===== src/rtl/core/wqpa_pkg.sv =====
// ----------------------------------------------------------------------------
// wqpa_pkg
// Types and constants shared by the weighted queue pair arbiter core.
// ----------------------------------------------------------------------------
package wqpa_pkg;

   localparam int NUM_QUEUES_DEF  = 16;
   localparam int PRIO_LEVELS_DEF = 3;
   localparam int SIZE_W  = 17;
   localparam int COUNT_W = 16;
   localparam int CQ_W    = 4;
   localparam int SQ_W    = 4;
   localparam int KIND_W  = 3;
   localparam int PRIO_W  = 2;
   localparam int VP_W    = 5;
   // weight * size fits in 19 bits
   localparam int PROD_W  = SIZE_W + 2;

   localparam logic [KIND_W-1:0] KIND_ADD_CQ   = 3'd0;
   localparam logic [KIND_W-1:0] KIND_ADD_SQ   = 3'd1;
   localparam logic [KIND_W-1:0] KIND_DEL_CQ   = 3'd2;
   localparam logic [KIND_W-1:0] KIND_DEL_SQ   = 3'd3;
   localparam logic [KIND_W-1:0] KIND_SERVE    = 3'd4;
   localparam logic [KIND_W-1:0] KIND_RST_CNT  = 3'd5;

   typedef struct packed {
      logic [KIND_W-1:0] kind;
      logic [SQ_W-1:0]   sq_id;
      logic [CQ_W-1:0]   cq_id;
      logic [SIZE_W-1:0] queue_size;
      logic [PRIO_W-1:0] priority_req;
   } req_type;

   typedef struct packed {
      logic            ok;
      logic [SQ_W-1:0] served_sq;
      logic [CQ_W-1:0] served_cq;
      logic [VP_W-1:0] valid_pairs;
   } rsp_type;

   typedef enum logic [2:0] {
      ST_IDLE,
      ST_SCAN,
      ST_DIV,
      ST_WALK,
      ST_DONE
   } state_type;

endpackage


===== src/rtl/core/weighted_queue_pair_arbiter_core.sv =====
// ----------------------------------------------------------------------------
// weighted_queue_pair_arbiter_core
// Queue pair table with weighted serve-next arbitration.
// ----------------------------------------------------------------------------
// One transaction at a time. Table commands other than del_cq, reset_counts
// and serve_next go straight to the done state; del_cq and reset_counts walk
// the table, one entry per cycle. serve_next visits each entry in turn and,
// for each valid pair, runs one shared restoring divider, one quotient bit
// per cycle. The next request is taken while a response still waits; that
// command then holds in its last cycle until the response register frees
// up.
module weighted_queue_pair_arbiter_core #(
   parameter int NUM_QUEUES  = wqpa_pkg::NUM_QUEUES_DEF,
   parameter int PRIO_LEVELS = wqpa_pkg::PRIO_LEVELS_DEF
) (
   input  logic              clock,
   input  logic              reset,
   input  logic              req_valid,
   output logic              req_ready,
   input  wqpa_pkg::req_type req_data,
   output logic              rsp_valid,
   input  logic              rsp_ready,
   output wqpa_pkg::rsp_type rsp_data
);

   localparam int IDX_W = $clog2(NUM_QUEUES);
   localparam int PW    = wqpa_pkg::PROD_W;
   localparam int DCW   = $clog2(PW + 1);

   // per-entry stores
   logic [NUM_QUEUES-1:0] present_ff, present_in;
   logic [NUM_QUEUES-1:0] pvalid_ff, pvalid_in;
   logic [wqpa_pkg::CQ_W:0]       bound_ff [NUM_QUEUES];
   logic [wqpa_pkg::SIZE_W-1:0]   size_ff  [NUM_QUEUES];
   logic [wqpa_pkg::PRIO_W-1:0]   prio_ff  [NUM_QUEUES];
   logic [wqpa_pkg::COUNT_W-1:0]  count_ff [NUM_QUEUES];

   logic                         pend_ff, pend_in;
   logic [wqpa_pkg::CQ_W-1:0]    pcq_ff, pcq_in;

   wqpa_pkg::state_type state_ff, state_in;
   wqpa_pkg::req_type   req_ff;
   logic [IDX_W-1:0]    idx_ff, idx_in;
   logic                ok_ff, ok_in;
   logic                found_ff, found_in;
   logic [IDX_W-1:0]    pick_ff, pick_in;
   logic [PW-1:0]       best_ff, best_in;

   // shared divider
   logic [PW-1:0]       quo_ff, quo_in;
   logic [wqpa_pkg::COUNT_W:0] rem_ff, rem_in;
   logic [wqpa_pkg::COUNT_W-1:0] div_ff, div_in;
   logic [DCW-1:0]      dcnt_ff, dcnt_in;

   logic                rsp_valid_ff, rsp_valid_in;
   wqpa_pkg::rsp_type   rsp_ff, rsp_in;

   logic [wqpa_pkg::VP_W-1:0] vcount;
   logic [1:0]          weight;
   logic [PW-1:0]       product;
   logic [wqpa_pkg::COUNT_W:0] rem_try;
   logic                sq_in_range;
   logic                last_idx;
   logic                entry_live;
   logic                rsp_free;
   logic                cnt_wr;
   logic [IDX_W-1:0]    cnt_wr_idx;
   logic [wqpa_pkg::COUNT_W-1:0] cnt_wr_val;

   always_comb begin
      vcount = '0;
      for (int i = 0; i < NUM_QUEUES; i++) begin
         vcount = vcount + wqpa_pkg::VP_W'(present_in[i] & pvalid_in[i]);
      end
   end

   assign sq_in_range = (int'(req_ff.sq_id) < NUM_QUEUES);
   assign last_idx    = (idx_ff == IDX_W'(NUM_QUEUES - 1));
   assign entry_live  = present_ff[idx_ff] & pvalid_ff[idx_ff];
   assign weight      = ({1'b0, prio_ff[idx_ff]} >= 3'(PRIO_LEVELS)) ? 2'd0 :
                        2'(PRIO_LEVELS - int'(prio_ff[idx_ff]));
   assign product     = PW'(weight) * PW'(size_ff[idx_ff]);
   assign rem_try     = {rem_ff[wqpa_pkg::COUNT_W-1:0], quo_ff[PW-1]}
                        - {1'b0, div_ff};
   assign rsp_free    = !rsp_valid_ff || rsp_ready;
   assign req_ready   = (state_ff == wqpa_pkg::ST_IDLE);

   always_comb begin
      state_in = state_ff;
      unique case (state_ff)
         wqpa_pkg::ST_IDLE: if (req_valid && req_ready) begin
            priority if (req_data.kind == wqpa_pkg::KIND_DEL_CQ ||
                         req_data.kind == wqpa_pkg::KIND_RST_CNT ||
                         req_data.kind == wqpa_pkg::KIND_SERVE)
               state_in = wqpa_pkg::ST_SCAN;
            else
               state_in = wqpa_pkg::ST_DONE;
         end
         wqpa_pkg::ST_SCAN: begin
            if (req_ff.kind == wqpa_pkg::KIND_SERVE) begin
               state_in = wqpa_pkg::ST_WALK;
            end else if (last_idx) begin
               state_in = wqpa_pkg::ST_DONE;
            end
         end
         wqpa_pkg::ST_WALK: begin
            if (entry_live) state_in = wqpa_pkg::ST_DIV;
            else if (last_idx) state_in = wqpa_pkg::ST_DONE;
         end
         wqpa_pkg::ST_DIV: begin
            if (dcnt_ff == DCW'(1)) begin
               state_in = last_idx ? wqpa_pkg::ST_DONE : wqpa_pkg::ST_WALK;
            end
         end
         wqpa_pkg::ST_DONE: if (rsp_free) state_in = wqpa_pkg::ST_IDLE;
         default: state_in = wqpa_pkg::ST_IDLE;
      endcase
   end

   always_comb begin
      idx_in = idx_ff;  ok_in = ok_ff;  found_in = found_ff;
      pick_in = pick_ff; best_in = best_ff;
      quo_in = quo_ff;  rem_in = rem_ff;  div_in = div_ff;  dcnt_in = dcnt_ff;
      present_in = present_ff; pvalid_in = pvalid_ff;
      pend_in = pend_ff; pcq_in = pcq_ff;
      cnt_wr = 1'b0; cnt_wr_idx = idx_ff; cnt_wr_val = '0;
      rsp_valid_in = rsp_valid_ff && !rsp_ready;
      rsp_in = rsp_ff;
      unique case (state_ff)
         wqpa_pkg::ST_IDLE: begin
            idx_in = '0; ok_in = 1'b0; found_in = 1'b0;
            pick_in = '0; best_in = '0;
         end
         wqpa_pkg::ST_SCAN: begin
            if (req_ff.kind == wqpa_pkg::KIND_DEL_CQ) begin
               if (present_ff[idx_ff] && bound_ff[idx_ff] == {1'b0, req_ff.cq_id}) begin
                  pvalid_in[idx_ff] = 1'b0;
                  cnt_wr = 1'b1;
                  ok_in = 1'b1;
               end
               idx_in = idx_ff + IDX_W'(1);
            end else if (req_ff.kind == wqpa_pkg::KIND_RST_CNT) begin
               ok_in = 1'b1;
               cnt_wr = present_ff[idx_ff];
               idx_in = idx_ff + IDX_W'(1);
            end
         end
         wqpa_pkg::ST_WALK: begin
            if (entry_live) begin
               quo_in  = product;
               rem_in  = '0;
               div_in  = (count_ff[idx_ff] == '0) ? wqpa_pkg::COUNT_W'(1) : count_ff[idx_ff];
               dcnt_in = DCW'(PW);
            end else begin
               idx_in = idx_ff + IDX_W'(1);
            end
         end
         wqpa_pkg::ST_DIV: begin
            // restoring division, one quotient bit per cycle
            if (!rem_try[wqpa_pkg::COUNT_W]) begin
               rem_in = rem_try;
               quo_in = {quo_ff[PW-2:0], 1'b1};
            end else begin
               rem_in = {rem_ff[wqpa_pkg::COUNT_W-1:0], quo_ff[PW-1]};
               quo_in = {quo_ff[PW-2:0], 1'b0};
            end
            dcnt_in = dcnt_ff - DCW'(1);
            if (dcnt_ff == DCW'(1)) begin
               if (quo_in > best_ff) begin
                  best_in = quo_in; pick_in = idx_ff; found_in = 1'b1;
               end
               idx_in = idx_ff + IDX_W'(1);
            end
         end
         wqpa_pkg::ST_DONE: if (rsp_free) begin
            priority case (req_ff.kind)
               wqpa_pkg::KIND_ADD_CQ: if (!pend_ff) begin
                  pend_in = 1'b1; pcq_in = req_ff.cq_id; ok_in = 1'b1;
               end
               wqpa_pkg::KIND_ADD_SQ:
                  if (pend_ff && req_ff.cq_id == pcq_ff && sq_in_range) begin
                     if (!present_ff[IDX_W'(req_ff.sq_id)]) begin
                        present_in[IDX_W'(req_ff.sq_id)] = 1'b1;
                        pvalid_in[IDX_W'(req_ff.sq_id)]  = 1'b1;
                        cnt_wr = 1'b1;
                        cnt_wr_idx = IDX_W'(req_ff.sq_id);
                     end
                     pend_in = 1'b0; pcq_in = '0; ok_in = 1'b1;
                  end
               wqpa_pkg::KIND_DEL_SQ:
                  if (sq_in_range && present_ff[IDX_W'(req_ff.sq_id)] &&
                      !pvalid_ff[IDX_W'(req_ff.sq_id)]) begin
                     present_in[IDX_W'(req_ff.sq_id)] = 1'b0;
                     ok_in = 1'b1;
                  end
               wqpa_pkg::KIND_SERVE: if (found_ff) begin
                  cnt_wr = 1'b1;
                  cnt_wr_idx = pick_ff;
                  cnt_wr_val = count_ff[pick_ff] + wqpa_pkg::COUNT_W'(1);
                  ok_in = 1'b1;
               end
               default: ;
            endcase
            rsp_valid_in = 1'b1;
            rsp_in.ok = ok_in;
            rsp_in.served_sq = (req_ff.kind == wqpa_pkg::KIND_SERVE && found_ff) ?
                               wqpa_pkg::SQ_W'(pick_ff) : '0;
            rsp_in.served_cq = (req_ff.kind == wqpa_pkg::KIND_SERVE && found_ff) ?
                               bound_ff[pick_ff][wqpa_pkg::CQ_W-1:0] : '0;
            rsp_in.valid_pairs = vcount;
         end
         default: ;
      endcase
   end

   always_ff @(posedge clock) begin
      if (reset) begin
         state_ff <= wqpa_pkg::ST_IDLE;
         present_ff <= '0; pvalid_ff <= '0;
         pend_ff <= 1'b0; pcq_ff <= '0;
         rsp_valid_ff <= 1'b0;
      end else begin
         state_ff <= state_in;
         present_ff <= present_in; pvalid_ff <= pvalid_in;
         pend_ff <= pend_in; pcq_ff <= pcq_in;
         rsp_valid_ff <= rsp_valid_in;
      end
   end

   always_ff @(posedge clock) begin
      if (req_valid && req_ready) req_ff <= req_data;
      idx_ff <= idx_in; ok_ff <= ok_in; found_ff <= found_in;
      pick_ff <= pick_in; best_ff <= best_in;
      quo_ff <= quo_in; rem_ff <= rem_in; div_ff <= div_in; dcnt_ff <= dcnt_in;
      rsp_ff <= rsp_in;
      if (cnt_wr) count_ff[cnt_wr_idx] <= cnt_wr_val;
      if (state_ff == wqpa_pkg::ST_SCAN && req_ff.kind == wqpa_pkg::KIND_DEL_CQ &&
          present_ff[idx_ff] && bound_ff[idx_ff] == {1'b0, req_ff.cq_id})
         bound_ff[idx_ff] <= (wqpa_pkg::CQ_W + 1)'(16);
      if (state_ff == wqpa_pkg::ST_DONE && rsp_free &&
          req_ff.kind == wqpa_pkg::KIND_ADD_SQ &&
          pend_ff && req_ff.cq_id == pcq_ff && sq_in_range &&
          !present_ff[IDX_W'(req_ff.sq_id)]) begin
         bound_ff[IDX_W'(req_ff.sq_id)] <= {1'b0, req_ff.cq_id};
         size_ff[IDX_W'(req_ff.sq_id)]  <= req_ff.queue_size;
         prio_ff[IDX_W'(req_ff.sq_id)]  <= req_ff.priority_req;
      end
   end

   assign rsp_valid = rsp_valid_ff;
   assign rsp_data  = rsp_ff;

   a_busy_not_ready: assert property (@(posedge clock) disable iff (reset)
      state_ff != wqpa_pkg::ST_IDLE |-> !req_ready) else $error("ready while busy");
   a_pend_cq_zero: assert property (@(posedge clock) disable iff (reset)
      !pend_ff |-> pcq_ff == '0) else $error("stale pending cq");
   a_valid_present: assert property (@(posedge clock) disable iff (reset)
      (pvalid_ff & ~present_ff) == '0) else $error("valid pair not present");
   a_serve_ok: assert property (@(posedge clock) disable iff (reset)
      rsp_valid_ff && !rsp_ff.ok |-> rsp_ff.served_sq == '0)
      else $error("served id without ok");

endmodule

===== config.mk =====
export PLATFORM = sky130hd
export DESIGN_NAME = weighted_queue_pair_arbiter_core
export DESIGN_NICKNAME = d
export VERILOG_FILES = /design/src/rtl/core/wqpa_pkg.sv /design/src/rtl/core/weighted_queue_pair_arbiter_core.sv
export SDC_FILE = /design/constraint.sdc
export NUM_CORES = 1
export LEC_CHECK = 0
export BUFFER_PORTS_ARGS = -buffer_cell sky130_fd_sc_hd__buf_2
export CAP_MARGIN = 20
export CORE_MARGIN = 1.5
export CORE_UTILIZATION = 45
export CTS_CLUSTER_DIAMETER = 150
export DETAILED_ROUTE_END_ITERATION = 12
export PLACE_DENSITY = 0.72
export SLEW_MARGIN = 30
export SYNTH_ARGS = -nofsm -noshare
export SYNTH_HDL_FRONTEND = slang
export SYNTH_SLANG_ARGS = --single-unit

===== constraint.sdc =====
create_clock -name clock -period 8.3 [get_ports clock]
set_input_delay 1.245 -clock clock [delete_from_list [all_inputs] [get_ports clock]]
set_output_delay 1.245 -clock clock [all_outputs]
set_load 0.05 [all_outputs]

**After elaboration in Yosys (flattened, before gate mapping)**

Memory sizes are Yosys's and may differ from the RTL's. A register that Yosys moved wholly into a read port is not among the register bits.
Cells that the tools add are included.

- Add/sub/neg operators: 20
- Multipliers: 1
- $lt $le $gt $ge: 6
- Eq/ne operators: 26
- Mux-type cells: 108
- Bitwise gates (word level): 23
- Reductions and logical operators: 42

Operator list:

| cell | count |
|---|---|
| 2-to-1 mux 16 bit | 17 |
| case mux 16 bit (2 select lines) | 3 |
| 2-to-1 mux 19 bit | 4 |
| 2-to-1 mux 4 bit | 19 |
| case mux 19 bit (2 select lines) | 2 |
| adder 5 x 1 -> 5 bit | 11 |
| 2-to-1 mux 1 bit | 34 |
| AND 16 bit | 2 |
| inverter 16 bit | 2 |
| OR 16 bit | 2 |
| 2-to-1 mux 3 bit | 8 |
| case mux 4 bit (2 select lines) | 3 |
| greater-than comparator 19 bit | 1 |
| multiplier 2 x 17 -> 19 bit | 1 |
| AND 1 bit | 17 |
| subtractor 17 x 16 -> 17 bit | 1 |
| adder 16 x 1 -> 16 bit (second input constant) | 1 |
| binary-select mux 1 bit (select 4 bit) | 4 |
| logical AND 1 bit | 16 |
| zero test 16 bit | 1 |
| case mux 4 bit (4 select lines) | 1 |
| equality test 3 x 2 -> 1 bit (second input constant) | 5 |
| equality test 3 bit (second input constant) | 5 |
| case mux 3 bit (5 select lines) | 1 |
| other kinds (37) | 65 |

- Flip-flop bits (word level): 166
- Memory bits (writable): 640
- Output and inout port bits: 16
- Word-level logic and storage cells: 253
- Memories kept: 4

Memory list:

| memory | words | width | rd ports | clocked after Yosys merged registers in | write ports | RTL line | text |
|---|---|---|---|---|---|---|---|
| size_ff | 16 | 17 | 1 | 1 | 1 | weighted_queue_pair_arbiter_core.sv:34 | `logic [wqpa_pkg::SIZE_W-1:0] size_ff [NUM_QUEUES];` |
| count_ff | 16 | 16 | 2 | 2 | 1 | weighted_queue_pair_arbiter_core.sv:36 | `logic [wqpa_pkg::COUNT_W-1:0] count_ff [NUM_QUEUES];` |
| bound_ff | 16 | 5 | 2 | 2 | 1 | weighted_queue_pair_arbiter_core.sv:33 | `logic [wqpa_pkg::CQ_W:0] bound_ff [NUM_QUEUES];` |
| prio_ff | 16 | 2 | 1 | 1 | 1 | weighted_queue_pair_arbiter_core.sv:35 | `logic [wqpa_pkg::PRIO_W-1:0] prio_ff [NUM_QUEUES];` |

**Longest topological paths before layout**

- Word-level depth: 26
- Depth in mapped cells: 24
- Mapped depth without buffers: 20

**Worst setup path after synthesis**

OpenSTA, ideal clock, no wires.

- Kind: input to register
- From: input port rsp_ready
- To: register rsp_ff (netlist bit rsp_data[2]), data pin
- Arrival time: 6.627 ns
- Data required time: 8.042 ns
- Slack: 1.415 ns
- Stages on the path: 17
- Path buffers: 1
- Cell sequence: nand2b_1 > nand3_1 > inv_1 > clkbuf_1 > nand3_1 > nor2_1 > a21oi_1 > a31o_2 > fa_1 > fa_1 > fa_1 > inv_1 > fa_1 > ha_1 > inv_1 > fa_1 > xnor2_1

- Longest elaborated chain between the ends: 19

Ends and longest elaborated chain:

| element | RTL line | text |
|---|---|---|
| start: declaration | weighted_queue_pair_arbiter_core.sv:22 | `input logic rsp_ready,` |
| logical OR 1 bit (*) | weighted_queue_pair_arbiter_core.sv:85 | `assign rsp_free = !rsp_valid_ff \|\| rsp_ready;` |
| 2-to-1 mux 16 bit | weighted_queue_pair_arbiter_core.sv:175 | `wqpa_pkg::ST_DONE: if (rsp_free) begin` |
| case mux 16 bit (2 select lines) / 2-to-1 mux 16 bit (equally long branches) | weighted_queue_pair_arbiter_core.sv:129 | `unique case (state_ff)` |
| AND 1 bit | weighted_queue_pair_arbiter_core.sv:73 | `vcount = vcount + wqpa_pkg::VP_W'(present_in[i] & pvalid_in[i]);` |
| adder 1 x 1 -> 2 bit | weighted_queue_pair_arbiter_core.sv:73 |  |
| adder 2 x 1 -> 3 bit | weighted_queue_pair_arbiter_core.sv:73 |  |
| adder 3 x 1 -> 4 bit | weighted_queue_pair_arbiter_core.sv:73 |  |
| adder 4 x 1 -> 5 bit | weighted_queue_pair_arbiter_core.sv:73 |  |
| adder 5 x 1 -> 5 bit (10 in a row) | weighted_queue_pair_arbiter_core.sv:73 |  |
| adder 5 x 1 -> 5 bit (*) | weighted_queue_pair_arbiter_core.sv:73 |  |
| named net vcount (one bit) | weighted_queue_pair_arbiter_core.sv:58 | `logic [wqpa_pkg::VP_W-1:0] vcount;` |
| end signal: assignment | weighted_queue_pair_arbiter_core.sv:235 | `rsp_ff <= rsp_in;` |
| end: declaration | weighted_queue_pair_arbiter_core.sv:56 | `wqpa_pkg::rsp_type rsp_ff, rsp_in;` |

Mark *: on every way through the listed nets, which the timed path passes. The rest lies on a longest branch.
A chain may end at the register's enable or synchronous reset.

**Worst setup path after layout**

- From: register req_ff[23] (netlist bit)
- To: register rsp_ff (netlist bit rsp_data[2]), data pin

- Longest elaborated chain between the ends: 26

Ends and longest elaborated chain:

| element | RTL line | text |
|---|---|---|
| start: declaration | weighted_queue_pair_arbiter_core.sv:42 | `wqpa_pkg::req_type req_ff;` |
| start signal: assignment | weighted_queue_pair_arbiter_core.sv:231 | `if (req_valid && req_ready) req_ff <= req_data;` |
| < comparator 4 x 5 -> 1 bit (not written as such) / >= comparator 4 x 1 -> 1 bit (equally long branches) | weighted_queue_pair_arbiter_core.sv:183, weighted_queue_pair_arbiter_core.sv:184, weighted_queue_pair_arbiter_core.sv:193 |  |
| logical AND 1 bit (not written as such) | weighted_queue_pair_arbiter_core.sv:183, weighted_queue_pair_arbiter_core.sv:184, weighted_queue_pair_arbiter_core.sv:193 |  |
| 2-to-1 mux 1 bit (not written as such) | weighted_queue_pair_arbiter_core.sv:183, weighted_queue_pair_arbiter_core.sv:184, weighted_queue_pair_arbiter_core.sv:193 |  |
| demux 1 bit (select 4 bit) | weighted_queue_pair_arbiter_core.sv:183, weighted_queue_pair_arbiter_core.sv:184, weighted_queue_pair_arbiter_core.sv:193 |  |
| OR 16 bit (no source line) / inverter 16 bit (equally long branches) | -- |  |
| 2-to-1 mux 16 bit / AND 16 bit (equally long branches) | -- |  |
| 2-to-1 mux 16 bit, on equally long branches | weighted_queue_pair_arbiter_core.sv:181, weighted_queue_pair_arbiter_core.sv:191 |  |
| case mux 16 bit (2 select lines) / 2-to-1 mux 16 bit (equally long branches) | weighted_queue_pair_arbiter_core.sv:176 | `priority case (req_ff.kind)` |
| [... 2 more ...] | -- |  |
| AND 1 bit | weighted_queue_pair_arbiter_core.sv:73 |  |
| adder 1 x 1 -> 2 bit | weighted_queue_pair_arbiter_core.sv:73 |  |
| adder 2 x 1 -> 3 bit | weighted_queue_pair_arbiter_core.sv:73 |  |
| adder 3 x 1 -> 4 bit | weighted_queue_pair_arbiter_core.sv:73 |  |
| adder 4 x 1 -> 5 bit | weighted_queue_pair_arbiter_core.sv:73 |  |
| adder 5 x 1 -> 5 bit (10 in a row) | weighted_queue_pair_arbiter_core.sv:73 |  |
| adder 5 x 1 -> 5 bit (*) | weighted_queue_pair_arbiter_core.sv:73 |  |
| named net vcount (one bit) | weighted_queue_pair_arbiter_core.sv:58 |  |

Mark *: on every way through the listed nets, which the timed path passes. The rest lies on a longest branch. The select of a mux whose other input is x is not followed.

==> results.tsv <==
stage	metric	value	unit
sta	tightest_slew	1.14	ns
clock_tree	cts_root_buf	clkbuf_16	
sta	setup_violations	0	
yosys	synthTopCellsByCount	769 x edfxtp_1, 307 x mux4_2, 122 x nor2_1	
yosys	avgSynthCellArea	17.4	sq um
clock_tree	clock_latency	0.65	ns
finish	regArea	24100	sq um
place	port_buffers	49	
power	powerDensity	218	nW/um^2
grt	grt_max_degree	138	
floorplanning	die_h	292	um
sta	setup_tns	0	ns
finish	nFillCells	6533	
critical_path	reg2reg_depth	18	
sta	fmax	131	MHz
detailed_routing	firstDrtPassIters	5	
power	intPower	0.00695	W
worst_hold_path	hp-start	present_ff[6]$_SDFF_PP0_	
yosys	synth_cell_types	72	
yosys	seq_area_frac_synth	0.642	
floorplanning	start_util	0.456	
floorplanning	placementRows	105	
floorplanning	core_area	82200	sq um
clock_tree	clk_pin_slew	0.06	ns
critical_path	worstPathMaxFanout	32	
detailed_routing	vias_per_cell	6.20	
worst_hold_path	min_to	present_ff[6]$_SDFF_PP0_	
clock_tree	post_cts_buffers	0	
sta	finalHoldViolCount	0	
critical_path	r2r_end	rsp_data[2]$_DFFE_PP_	
yosys	synth_area_leaders	edfxtp_1 62%, mux4_2 18%, dfxtp_1 2.6%	
finish	nets	2342	
power	clock_power_share	0.400	
job	cap_violations	0	
power	switching_power	0.00217	W
floorplanning	die_area	85000	sq um
critical_path	end_kind	flip-flop	
clock_tree	h-tree-depth	3	
grt	grt_overflow	0	
clock_tree	cts_resized	0	
yosys	ys.flop_type	edfxtp_1	
clock_tree	postCtsHoldBufs	0	
yosys	syn-num-nets	2260	
detailed_routing	vias	20900	
yosys	async_flop_share	0	
detailed_routing	route.detailed.drc	0	
place	gp_congestion	0.888	
critical_path	critPathLaunchType	flip-flop	
finish	synthToLayoutAreaGrowth	11.9	%
grt	grt_pass1_wl	136000	um
yosys	synth_cells	2151	
yosys	netlist.area_leader.share	0.616	
clock_tree	cts_buffers	81	
yosys	synth_area	37500	sq um
sta	skew	0.0274	ns
yosys	ys.warnings.count	0	
floorplanning	io_pins	50	
grt	antenna_found_initial	2	
outcome	status	finished clean	
worst_hold_path	hold_path_depth	2	
place	dp_hpwl	54700	um
detailed_routing	wl_per_cell	26.4	um
finish	drive_gt1_frac	0.272	
power	p_leak	12.5	nW
power	swShare	0.238	
clock_tree	clock_path_buffers	3	
sta	period_share	0.922	
critical_path	r2r_slack	0.65	ns
sta	rsz0062_at_grt	no	
yosys	synth-edff-count	769	
critical_path	cp.arrival	8.04	ns
clock_tree	cts_tree	built	
sta	relSlewSlack	0.241	
power	pwr-share-comb	0.089	
yosys	synth_top_cell_by_area	edfxtp_1	
finish	multi_input_area	12800	sq um
critical_path	crit_required	8.69	ns
critical_path	reg2reg_from	req_ff[23]$_DFFE_PP_	
power	pwr-share-seq	0.511	
critical_path	path_class	reg -> reg	
finish	antennaDiodeCount	0	
yosys	ys_seq_elements	818	
yosys	synth_most_common_cell	edfxtp_1	
power	ir_drop	174	uV
sta	maxSlewViolCount	0	
detailed_routing	drt-total-wl	89000	um
sta	period_needed	7.65	ns
worst_hold_path	hp-class	reg -> reg	
grt	first_global_vias	21700	
clock_tree	cts_sinks	818	
detailed_routing	postRouteAntennaNets	0	
detailed_routing	drt_iter0_markers	2421	
grt	grt_usage	0.212	
power	p_total	0.00912	W
floorplanning	die_w	292	um
-- routing by layer --
metal / GRT usage / vias up / wire (um)
li1: - / 8873 / -
met1: 0.291 / 10900 / 35300
met2: 0.350 / 957 / 44300
met3: 0.0347 / 137 / 7410
met4: 0.0631 / 0 / 1930
met5: 0 / - / 0
-- worst max path at each step --
stage | startpoint | end
6_report | req_ff[23]$_DFFE_PP_ | rsp_data[2]$_DFFE_PP_
3_5_place_dp | req_ff[23]$_DFFE_PP_ | rsp_data[2]$_DFFE_PP_
4_1_cts | req_ff[23]$_DFFE_PP_ | rsp_data[2]$_DFFE_PP_
2_1_floorplan | rsp_ready | rsp_data[2]$_DFFE_PP_
3_3_place_gp | req_ff[23]$_DFFE_PP_ | rsp_data[2]$_DFFE_PP_
5_1_grt | req_ff[23]$_DFFE_PP_ | rsp_data[2]$_DFFE_PP_
-- power groups by stage --
| stage | clock network [W] | logic [W] | registers (W) |
|---|---|---|---|
| after detailed placement | 0 | 0.000799 | 0.00476 |
| after global placement | 0 | 0.000790 | 0.00475 |
| after CTS | 0.00370 | 0.000805 | 0.00467 |
| final | 0.00364 | 0.000813 | 0.00466 |
| after global routing | 0.00386 | 0.000874 | 0.00468 |
| after floorplan | 0 | 0.000634 | 0.00468 |
-- kinds of logic (layout without fill, tap and decap cells) --
group	count (synthesis)	count (layout)	synth area share
AOI/OAI and AO/OA	252	252	0.0441
xor gates and xnor gates	48	48	0.0112
adders and majority gates	75	75	0.0274
buffers and inverters	196	346	0.0212
DFF	818	818	0.642
muxes	357	357	0.198
and+or+nand+nor	405	405	0.0558
-- through the flow --
stage                     utilization  std cells  worst slack (ns)  instance area, sq um  hold slack, ns
after floorplan                     -       2151              1.42                 37500           0.474
after global placement          0.477       3218             0.926                 39200           0.506
after detailed placement        0.477       3218             0.643                 39300           0.528
after CTS                       0.509       3369             0.647                 41900           0.537
after global routing            0.510       3371             0.311                 41900           0.578
final                           0.510       3371             0.648                 41900           0.540
-- worst max-delay path: stages (launching register included) --
cell and delay, ns:
edfxtp_1 0.87, mux4_2 0.62, mux4_2 0.58, nor4_4 0.53, and2_1 0.51, inv_2 0.39, or2_4 0.41, nor2_4 0.20
nor2_1 0.10, a211o_1 0.31, fa_1 0.49, fa_1 0.51, fa_1 0.50, inv_1 0.05, fa_1 0.48, ha_1 0.18
inv_1 0.07, fa_1 0.46, xnor2_1 0.15
-- sequential cells by signal, indices dropped and copies added, names as in the netlist, 19 cells and up, named ones only --
register and cells:
size_ff 272, count_ff 256, bound_ff 80, prio_ff 32, req_ff 30, best_ff 19, quo_ff 19
-- cell type report --
class,instances,share of cell area
sequential,818,0.574
multi-input combinational,1137,0.305
clock buffer,97,0.0502
tap,1070,0.0319
timing repair buffer,116,0.0189
clock inverter,54,0.0126
inverter,79,0.00707
-- placed cells by master, fill, tap and decap left out, types with 40 or more instances in the layout --
| cell | synthesis | routed |
|---|---|---|
| a21oi_1 | 66 | 65 |
| mux2i_1 | 40 | 40 |
| buf_2 | 29 | 49 |
| clkbuf_16 | 0 | 81 |
| ha_1 | 63 | 63 |
| nand2_1 | 62 | 62 |
| inv_1 | 78 | 76 |
| dfxtp_1 | 49 | 42 |
| edfxtp_1 | 769 | 769 |
| o21ai_0 | 45 | 44 |
| buf_4 | 6 | 63 |
| nor2b_1 | 56 | 56 |
| nor2_1 | 122 | 90 |
| mux4_2 | 307 | 307 |
(Power assumes the default switching activity.)
